[src/tctp_pkg.sv]
package tctp_pkg;

    // Byte positions within a datagram
    localparam logic [5:0] POS_HDR_LEN  = 6'd20;
    localparam logic [5:0] POS_HI0      = 6'd20;
    localparam logic [5:0] POS_LO0      = 6'd21;
    localparam logic [5:0] POS_HI1      = 6'd23;
    localparam logic [5:0] POS_LO1      = 6'd24;
    localparam logic [5:0] POS_HI2      = 6'd26;
    localparam logic [5:0] POS_LO2      = 6'd27;
    localparam logic [5:0] POS_HI3      = 6'd29;
    localparam logic [5:0] POS_LO3      = 6'd30;
    localparam logic [5:0] POS_LEN_MIN  = 6'd33;  // last position of a bare 34-byte message
    localparam logic [5:0] POS_TRAIL0   = 6'd34;
    localparam logic [5:0] POS_TRAIL1   = 6'd35;
    localparam logic [5:0] POS_MAX      = 6'd63;

    localparam logic [7:0] CHAR_CR      = 8'h0D;
    localparam logic [7:0] CHAR_LF      = 8'h0A;
    localparam logic [7:0] CHAR_CASE    = 8'h20;
    localparam logic [7:0] CHAR_NINE    = 8'h39;
    localparam logic [7:0] CHAR_ZERO    = 8'h30;
    localparam logic [7:0] ALPHA_BIAS   = 8'h57;  // 'a' - 10

    // Line end expected after the message
    typedef enum logic [1:0] {
        TERM_NONE = 2'd0,
        TERM_CR   = 2'd1,
        TERM_LF   = 2'd2,
        TERM_CRLF = 2'd3
    } tctp_term_t;

    // One input transfer
    typedef struct packed {
        logic [7:0] data_byte;
        logic       last_byte;
    } tctp_item_t;

    // One result, last field in the lowest bits
    typedef struct packed {
        logic [7:0] frames;
        logic [7:0] seconds;
        logic [7:0] minutes;
        logic [4:0] hours;
        logic [2:0] rate_type;
    } tctp_result_t;

    // Fixed header text "MIDI F0 7F 7F 01 01 "
    function automatic logic [7:0] hdr_char(input logic [4:0] idx);
        logic [7:0] ch;
        case (idx)
            5'd0:    ch = 8'h4D;  // M
            5'd1:    ch = 8'h49;  // I
            5'd2:    ch = 8'h44;  // D
            5'd3:    ch = 8'h49;  // I
            5'd4:    ch = 8'h20;
            5'd5:    ch = 8'h46;  // F
            5'd6:    ch = 8'h30;  // 0
            5'd7:    ch = 8'h20;
            5'd8:    ch = 8'h37;  // 7
            5'd9:    ch = 8'h46;  // F
            5'd10:   ch = 8'h20;
            5'd11:   ch = 8'h37;  // 7
            5'd12:   ch = 8'h46;  // F
            5'd13:   ch = 8'h20;
            5'd14:   ch = 8'h30;  // 0
            5'd15:   ch = 8'h31;  // 1
            5'd16:   ch = 8'h20;
            5'd17:   ch = 8'h30;  // 0
            5'd18:   ch = 8'h31;  // 1
            5'd19:   ch = 8'h20;
            default: ch = 8'h00;
        endcase
        return ch;
    endfunction

    // Hex digit value, low 8 bits, for any character
    function automatic logic [7:0] hex_digit(input logic [7:0] c);
        logic [7:0] v;
        if (c > CHAR_NINE)
            v = (c | CHAR_CASE) - ALPHA_BIAS;
        else
            v = c - CHAR_ZERO;
        return v;
    endfunction

endpackage

[src/tctp_in_stage.sv]
module tctp_in_stage (
    input  logic                clk,
    input  logic                rst_n,
    input  logic                s_tvalid,
    output logic                s_tready,
    input  logic [7:0]          s_tdata,
    input  logic                s_tlast,
    input  logic                advance,
    output logic                in_valid,
    output tctp_pkg::tctp_item_t in_item
);
    import tctp_pkg::*;

    logic       in_valid_reg;
    logic       in_valid_next;
    tctp_item_t item_reg;

    // Take a new byte whenever none is held or the held one moves on this cycle
    assign s_tready = !in_valid_reg || advance;

    always_comb
    begin
        in_valid_next = in_valid_reg;
        if (s_tready)
            in_valid_next = s_tvalid;
    end

    always_ff @(posedge clk or negedge rst_n)
    begin
        if (!rst_n)
            in_valid_reg <= 1'b0;
        else
            in_valid_reg <= in_valid_next;
    end

    // Hold the byte until the parser consumes it
    always_ff @(posedge clk)
    begin
        if (s_tready && s_tvalid)
        begin
            item_reg.data_byte <= s_tdata;
            item_reg.last_byte <= s_tlast;
        end
    end

    assign in_valid = in_valid_reg;
    assign in_item  = item_reg;

endmodule

[src/tctp_parser.sv]
module tctp_parser (
    input  logic                 clk,
    input  logic                 rst_n,
    input  tctp_pkg::tctp_term_t term_mode,
    input  logic                 in_valid,
    input  tctp_pkg::tctp_item_t in_item,
    output logic                 advance,
    output logic                 m_tvalid,
    input  logic                 m_tready,
    output logic [31:0]          m_tdata
);
    import tctp_pkg::*;

    logic [5:0]   pos_reg;
    logic [5:0]   pos_next;
    logic         hdr_ok_reg;
    logic         hdr_ok_next;
    logic [7:0]   high_reg;
    logic [7:0]   high_next;
    logic [7:0]   fld_reg [4];
    logic [7:0]   fld_now [4];
    logic [7:0]   trail0_reg;
    logic [7:0]   trail0_next;
    logic [7:0]   trail1_reg;
    logic [7:0]   trail1_next;
    logic         out_valid_reg;
    logic         out_valid_next;
    tctp_result_t out_data_reg;
    tctp_result_t result;

    logic [7:0]   c;
    logic [5:0]   p;
    logic [7:0]   digit;
    logic         hdr_ok_now;
    logic         fld_we;
    logic [1:0]   fld_idx;
    logic         len_ok;
    logic         emit;

    assign c     = in_item.data_byte;
    assign p     = pos_reg;
    assign digit = hex_digit(c);

    // Move the held byte when the result register is free or draining
    assign advance = in_valid && (!out_valid_reg || m_tready);

    // Header compare
    always_comb
    begin
        hdr_ok_now = hdr_ok_reg;
        if (p < POS_HDR_LEN && c != hdr_char(p[4:0]))
            hdr_ok_now = 1'b0;
    end

    // Hex pair decode: high digit first, then combine with the low digit
    always_comb
    begin
        high_next = high_reg;
        fld_we    = 1'b0;
        fld_idx   = 2'd0;
        if (p inside {POS_HI0, POS_HI1, POS_HI2, POS_HI3})
            high_next = digit;
        case (p)
            POS_LO0: begin fld_we = 1'b1; fld_idx = 2'd0; end
            POS_LO1: begin fld_we = 1'b1; fld_idx = 2'd1; end
            POS_LO2: begin fld_we = 1'b1; fld_idx = 2'd2; end
            POS_LO3: begin fld_we = 1'b1; fld_idx = 2'd3; end
            default: begin fld_we = 1'b0; fld_idx = 2'd0; end
        endcase
        for (int i = 0; i < 4; i++)
            fld_now[i] = fld_reg[i];
        if (fld_we)
            fld_now[fld_idx] = {high_reg[3:0], 4'h0} | digit;
    end

    // Capture the line-end bytes
    assign trail0_next = (p == POS_TRAIL0) ? c : trail0_reg;
    assign trail1_next = (p == POS_TRAIL1) ? c : trail1_reg;

    // Length and line-end check at the last byte
    always_comb
    begin
        len_ok = 1'b1;
        if (p < POS_LEN_MIN)
            len_ok = 1'b0;
        else if (p == POS_LEN_MIN)
            len_ok = (term_mode == TERM_NONE);
        else if (p == POS_TRAIL0)
        begin
            case (term_mode)
                TERM_NONE: len_ok = 1'b1;
                TERM_CR:   len_ok = (trail0_next == CHAR_CR);
                TERM_LF:   len_ok = (trail0_next == CHAR_LF);
                TERM_CRLF: len_ok = 1'b0;
                default:   len_ok = 1'b0;
            endcase
        end
        else if (p == POS_TRAIL1)
            len_ok = (term_mode == TERM_CRLF) && (trail0_next == CHAR_CR)
                     && (trail1_next == CHAR_LF);
    end

    assign emit = in_item.last_byte && hdr_ok_now && len_ok;

    // Position count and header flag restart after the last byte
    always_comb
    begin
        pos_next    = pos_reg;
        hdr_ok_next = hdr_ok_now;
        if (in_item.last_byte)
        begin
            pos_next    = 6'd0;
            hdr_ok_next = 1'b1;
        end
        else if (p < POS_MAX)
            pos_next = p + 6'd1;
    end

    always_ff @(posedge clk or negedge rst_n)
    begin
        if (!rst_n)
        begin
            pos_reg    <= 6'd0;
            hdr_ok_reg <= 1'b1;
            high_reg   <= 8'h00;
            trail0_reg <= 8'h00;
            trail1_reg <= 8'h00;
            for (int i = 0; i < 4; i++)
                fld_reg[i] <= 8'h00;
        end
        else if (advance)
        begin
            pos_reg    <= pos_next;
            hdr_ok_reg <= hdr_ok_next;
            high_reg   <= high_next;
            trail0_reg <= trail0_next;
            trail1_reg <= trail1_next;
            for (int i = 0; i < 4; i++)
                fld_reg[i] <= fld_now[i];
        end
    end

    // Result register
    always_comb
    begin
        result.rate_type = fld_now[0][7:5];
        result.hours     = fld_now[0][4:0];
        result.minutes   = fld_now[1];
        result.seconds   = fld_now[2];
        result.frames    = fld_now[3];
    end

    assign out_valid_next = advance ? emit : (out_valid_reg && !m_tready);

    always_ff @(posedge clk or negedge rst_n)
    begin
        if (!rst_n)
            out_valid_reg <= 1'b0;
        else
            out_valid_reg <= out_valid_next;
    end

    always_ff @(posedge clk)
    begin
        if (advance && emit)
            out_data_reg <= result;
    end

    assign m_tvalid = out_valid_reg;
    assign m_tdata  = out_data_reg;

endmodule

[src/timecode_text_message_parser.sv]
// Parses a text full-frame timecode datagram ("MIDI F0 7F 7F 01 01 HH MM SS FF ...")
// delivered one byte per transfer on the s_ side, with s_tlast on the final byte.
// Bytes 0..19 must match the header text, the hex pairs at offsets 20, 23, 26
// and 29 are decoded (any character, 8-bit wrap), and at the last byte the
// datagram length is checked against the line end in cfg_wr_data (0 none,
// 1 CR, 2 LF, 3 CR LF; write only while idle). An accepted datagram gives one
// transfer on the m_ side; a rejected one gives nothing. The block takes one
// byte every cycle: a byte passes an input register, then compare and decode
// logic into the result register, which drives m_tvalid. Only a stalled result
// register (m_tready low while m_tvalid is high) holds back input.
module timecode_text_message_parser (
    input  logic        clk,
    input  logic        rst_n,
    input  logic        cfg_wr_en,
    input  logic [1:0]  cfg_wr_data,  // terminator_mode
    input  logic        s_tvalid,
    output logic        s_tready,
    input  logic [7:0]  s_tdata,      // [7:0] data_byte
    input  logic        s_tlast,      // last_byte
    output logic        m_tvalid,
    input  logic        m_tready,
    output logic [31:0] m_tdata       // [2:0] rate_type, [7:3] hours, [15:8] minutes,
                                      // [23:16] seconds, [31:24] frames
);
    import tctp_pkg::*;

    tctp_term_t term_mode_reg;
    logic       in_valid;
    tctp_item_t in_item;
    logic       advance;

    // Line-end configuration register
    always_ff @(posedge clk or negedge rst_n)
    begin
        if (!rst_n)
            term_mode_reg <= TERM_NONE;
        else if (cfg_wr_en)
            term_mode_reg <= tctp_term_t'(cfg_wr_data);
    end

    tctp_in_stage u_in_stage (
        .clk      (clk),
        .rst_n    (rst_n),
        .s_tvalid (s_tvalid),
        .s_tready (s_tready),
        .s_tdata  (s_tdata),
        .s_tlast  (s_tlast),
        .advance  (advance),
        .in_valid (in_valid),
        .in_item  (in_item)
    );

    tctp_parser u_parser (
        .clk       (clk),
        .rst_n     (rst_n),
        .term_mode (term_mode_reg),
        .in_valid  (in_valid),
        .in_item   (in_item),
        .advance   (advance),
        .m_tvalid  (m_tvalid),
        .m_tready  (m_tready),
        .m_tdata   (m_tdata)
    );

endmodule

[config.mk]
export PLATFORM = sky130hd
export DESIGN_NAME = timecode_text_message_parser
export DESIGN_NICKNAME = d
export VERILOG_FILES = /design/src/tctp_pkg.sv /design/src/tctp_in_stage.sv /design/src/tctp_parser.sv /design/src/timecode_text_message_parser.sv
export SDC_FILE = /design/constraint.sdc
export NUM_CORES = 1
export LEC_CHECK = 0
export BUFFER_PORTS_ARGS = -buffer_cell sky130_fd_sc_hd__buf_2
export CAP_MARGIN = 20
export CORE_ASPECT_RATIO = 0.8
export CORE_UTILIZATION = 52
export DETAILED_ROUTE_END_ITERATION = 7
export MAX_ROUTING_LAYER = met4
export PLACE_DENSITY = 0.8
export SLEW_MARGIN = 10
export SYNTH_ARGS = -nofsm -noshare
export SYNTH_HDL_FRONTEND = slang
export SYNTH_SLANG_ARGS = --single-unit
[constraint.sdc]
create_clock -name clk -period 3.8 [get_ports clk]
set_input_delay 0.76 -clock clk [delete_from_list [all_inputs] [get_ports clk]]
set_output_delay 0.76 -clock clk [all_outputs]
set_load 0.01 [all_outputs]
==> summary.txt <==
TritonCTS Sinks: 96
Largest net degree at the start of global routing: 37
Worst-margin pin slew: 0.851 ns
Gpl congestion: 0.874
Hold Crit Class: input port to async pin
Max cap viols: 0
Tmin final: 2.88 ns
Post-CTS Setup Repair Bufs: 0
Drt pass-1 iters: 4
DIE AREA: 9090 um2
Crit. End Element: flip-flop
Register area share after synthesis: 0.576
Synth async-reset ratio: 0.573
Status: completed
Global-route wire length before repair: 15.5 mm
Antenna Violating Nets Remaining: 0
Worst slew margin: 0.429
Mapped Cells: 435
CTS resizes: 0
Setup-failing EPs final: 0
Die Y: 85.5 um
Most frequent cells in the layout: 67 x nor2_1, 58 x a21oi_1, 54 x dfrtp_1
Commonest non-fill, non-tap cell in the layout: nor2_1
Highest Clock Rate: 0.348 GHz
Clk buf depth: 2
Initial core utilization: 0.536
Crit path kind: flip-flop to flip-flop
Primary FF master, synth: dfrtp_1
Avg Cell Area, Syn: 10.4 um2
Clock latency on the worst-skew pair: 0.37 ns
Hold Vio Cnt, Final: 0
Initial antenna violation count: 0
Arr. time, crit path: 2.92 ns
# port buffers: 49
Synth Warn #: 0
Final HPWL DP: 6.30 mm
Vias/cell: 5.65
Nets: 504
Congestion Overflow GR: 0
# diodes: 0
CTS tree: yes
Clock Pin Slew Worst Setup and Hold Paths: 0.10 ns
Top Ports: 50
Reg2reg path depth: 7
Core Box Area: 8450 um2
Number of global-route vias before repair: 3217
CTS HTree Levels: 3
CTS buffer count: 9
Starting DRT DRC Count: 288
Die Wd: 106 um
Period utilisation layout: 0.757
TNS Setup: 0 ns
Post-Syn Area: 4530 um2
WL final: 9.10 mm
Crit-path max FO: 32
Worst path required time: 3.84 ns
Dpl cell area: 4840 um2
Routed vias: 3354
Clock skew: 0.0145 ns
Yosys reg bits: 96
EDFF count, synth: 41
Routed length per placed instance: 15.3 um
Startpoint class of the critical path: flip-flop
CTS root buf: clkbuf_8
Unrepaired setup endpoints after global routing: false
Peak VDD IR: 0.000272 V
Lkg Pwr: 0.00223 uW
# hold bufs at CTS: 0
Rows: 30
Share of layout cells above drive strength 1: 0.187
PwrDens: 396 nW/um2
Netlist cell types: 45
Area grow syn2layout: 11.1%
Syn nets: 462
GRT Total Usage: 0.227
Cell area after layout: 5030 um2
Final Max Tran Viols: 0
DRC viols: 0
==> cell families (layout without fill, tap and decap cells) <==
group | after synthesis | count (layout) | synth area share
muxes | 11 | 11 | 0.0263
DFF | 96 | 96 | 0.576
AOI/OAI and AO/OA | 111 | 111 | 0.143
and+or+nand+nor | 160 | 160 | 0.168
xor gates and xnor gates | 12 | 12 | 0.0232
buffers and inverters | 34 | 81 | 0.0334
adders and majority gates | 11 | 11 | 0.0304
==> metal layers <==
layer	part of all wire	global-route usage	wire length, um	vias up
li1	-	-	-	1608
met1	0.46	0.289	4140	1600
met4	0.016	0.0808	148	0
met2	0.47	0.360	4310	130
met3	0.054	0.0484	495	16
met5	0	-	0	-
==> where the power goes <==
| group | switching [uW] | internal, uW |
|---|---|---|
| registers | 30.7 | 1090 |
| clock network | 386 | 252 |
| logic | 149 | 77.6 |
| total | 565 | 1420 |
==> path summary, 6_finish.rpt <==
| kind | slack [ns] | from | endpoint |
|---|---|---|---|
| worst max-delay path | 0.92 | u_parser.p[3]$_DFFE_PN0P_ | u_parser.m_tdata[11]$_DFFE_PP_ |
| worst min-delay path | 0.48 | rst_n | u_parser.trail0_reg[4]$_DFFE_PN0P_ |
| worst max register to register | 0.92 | u_parser.p[3]$_DFFE_PN0P_ | u_parser.m_tdata[11]$_DFFE_PP_ |
| worst min register to register | 0.49 | u_parser.fld_reg[19]$_DFFE_PN0P_ | u_parser.fld_reg[19]$_DFFE_PN0P_ |
| max in group asynchronous | 2.55 | rst_n | u_parser.fld_reg[1]$_DFFE_PN0P_ |
| min in group clk | 0.49 | u_parser.fld_reg[19]$_DFFE_PN0P_ | u_parser.fld_reg[19]$_DFFE_PN0P_ |
==> critical path, cell delays in order (launching register included) <==
cell,delay [ns]
dfrtp_1,0.61
nor3_1,0.41
and3_1,0.29
mux2_2,0.35
o31ai_1,0.23
nand4_1,0.17
o21ai_2,0.09
buf_4,0.37
==> synth_stat cells, types with 6 or more instances <==
| cell | instances | area, um2 |
|---|---|---|
| nand2_1 | 40 | 150 |
| a21oi_1 | 58 | 290 |
| clkbuf_1 | 7 | 26.3 |
| and2_1 | 7 | 43.8 |
| ha_1 | 11 | 138 |
| o21ai_0 | 28 | 140 |
| inv_1 | 11 | 41.3 |
| buf_2 | 13 | 65.1 |
| xnor2_1 | 10 | 87.6 |
| nand4_1 | 6 | 37.5 |
| edfxtp_1 | 41 | 1230 |
| nor2b_1 | 7 | 43.8 |
| nor3_1 | 8 | 40.0 |
| dfrtp_1 | 54 | 1350 |
| mux2_2 | 7 | 78.8 |
| nor2_1 | 67 | 251 |
==> layout make-up <==
type,instances,area [um2]
fill,713,3420
clock buffer,9,124
inverter,11,41.3
clock inverter,7,61.3
timing repair buffer,54,283
sequential,96,2610
tap,112,140
multi-input combinational,305,1770
==> per-stage QoR <==
step / instances / total power, uW / hold WS, ns / utilization / setup slack, ns
after floorplan: 435 / 1290 / 0.442 / - / 0.597
after global placement: 578 / 1360 / 0.462 / 0.573 / 1.07
after detailed placement: 578 / 1370 / 0.472 / 0.573 / 0.985
after CTS: 594 / 2000 / 0.495 / 0.595 / 0.964
after global routing: 594 / 2070 / 0.518 / 0.595 / 0.744
final: 594 / 1990 / 0.481 / 0.595 / 0.923
Power figures use the tool's default switching activity.
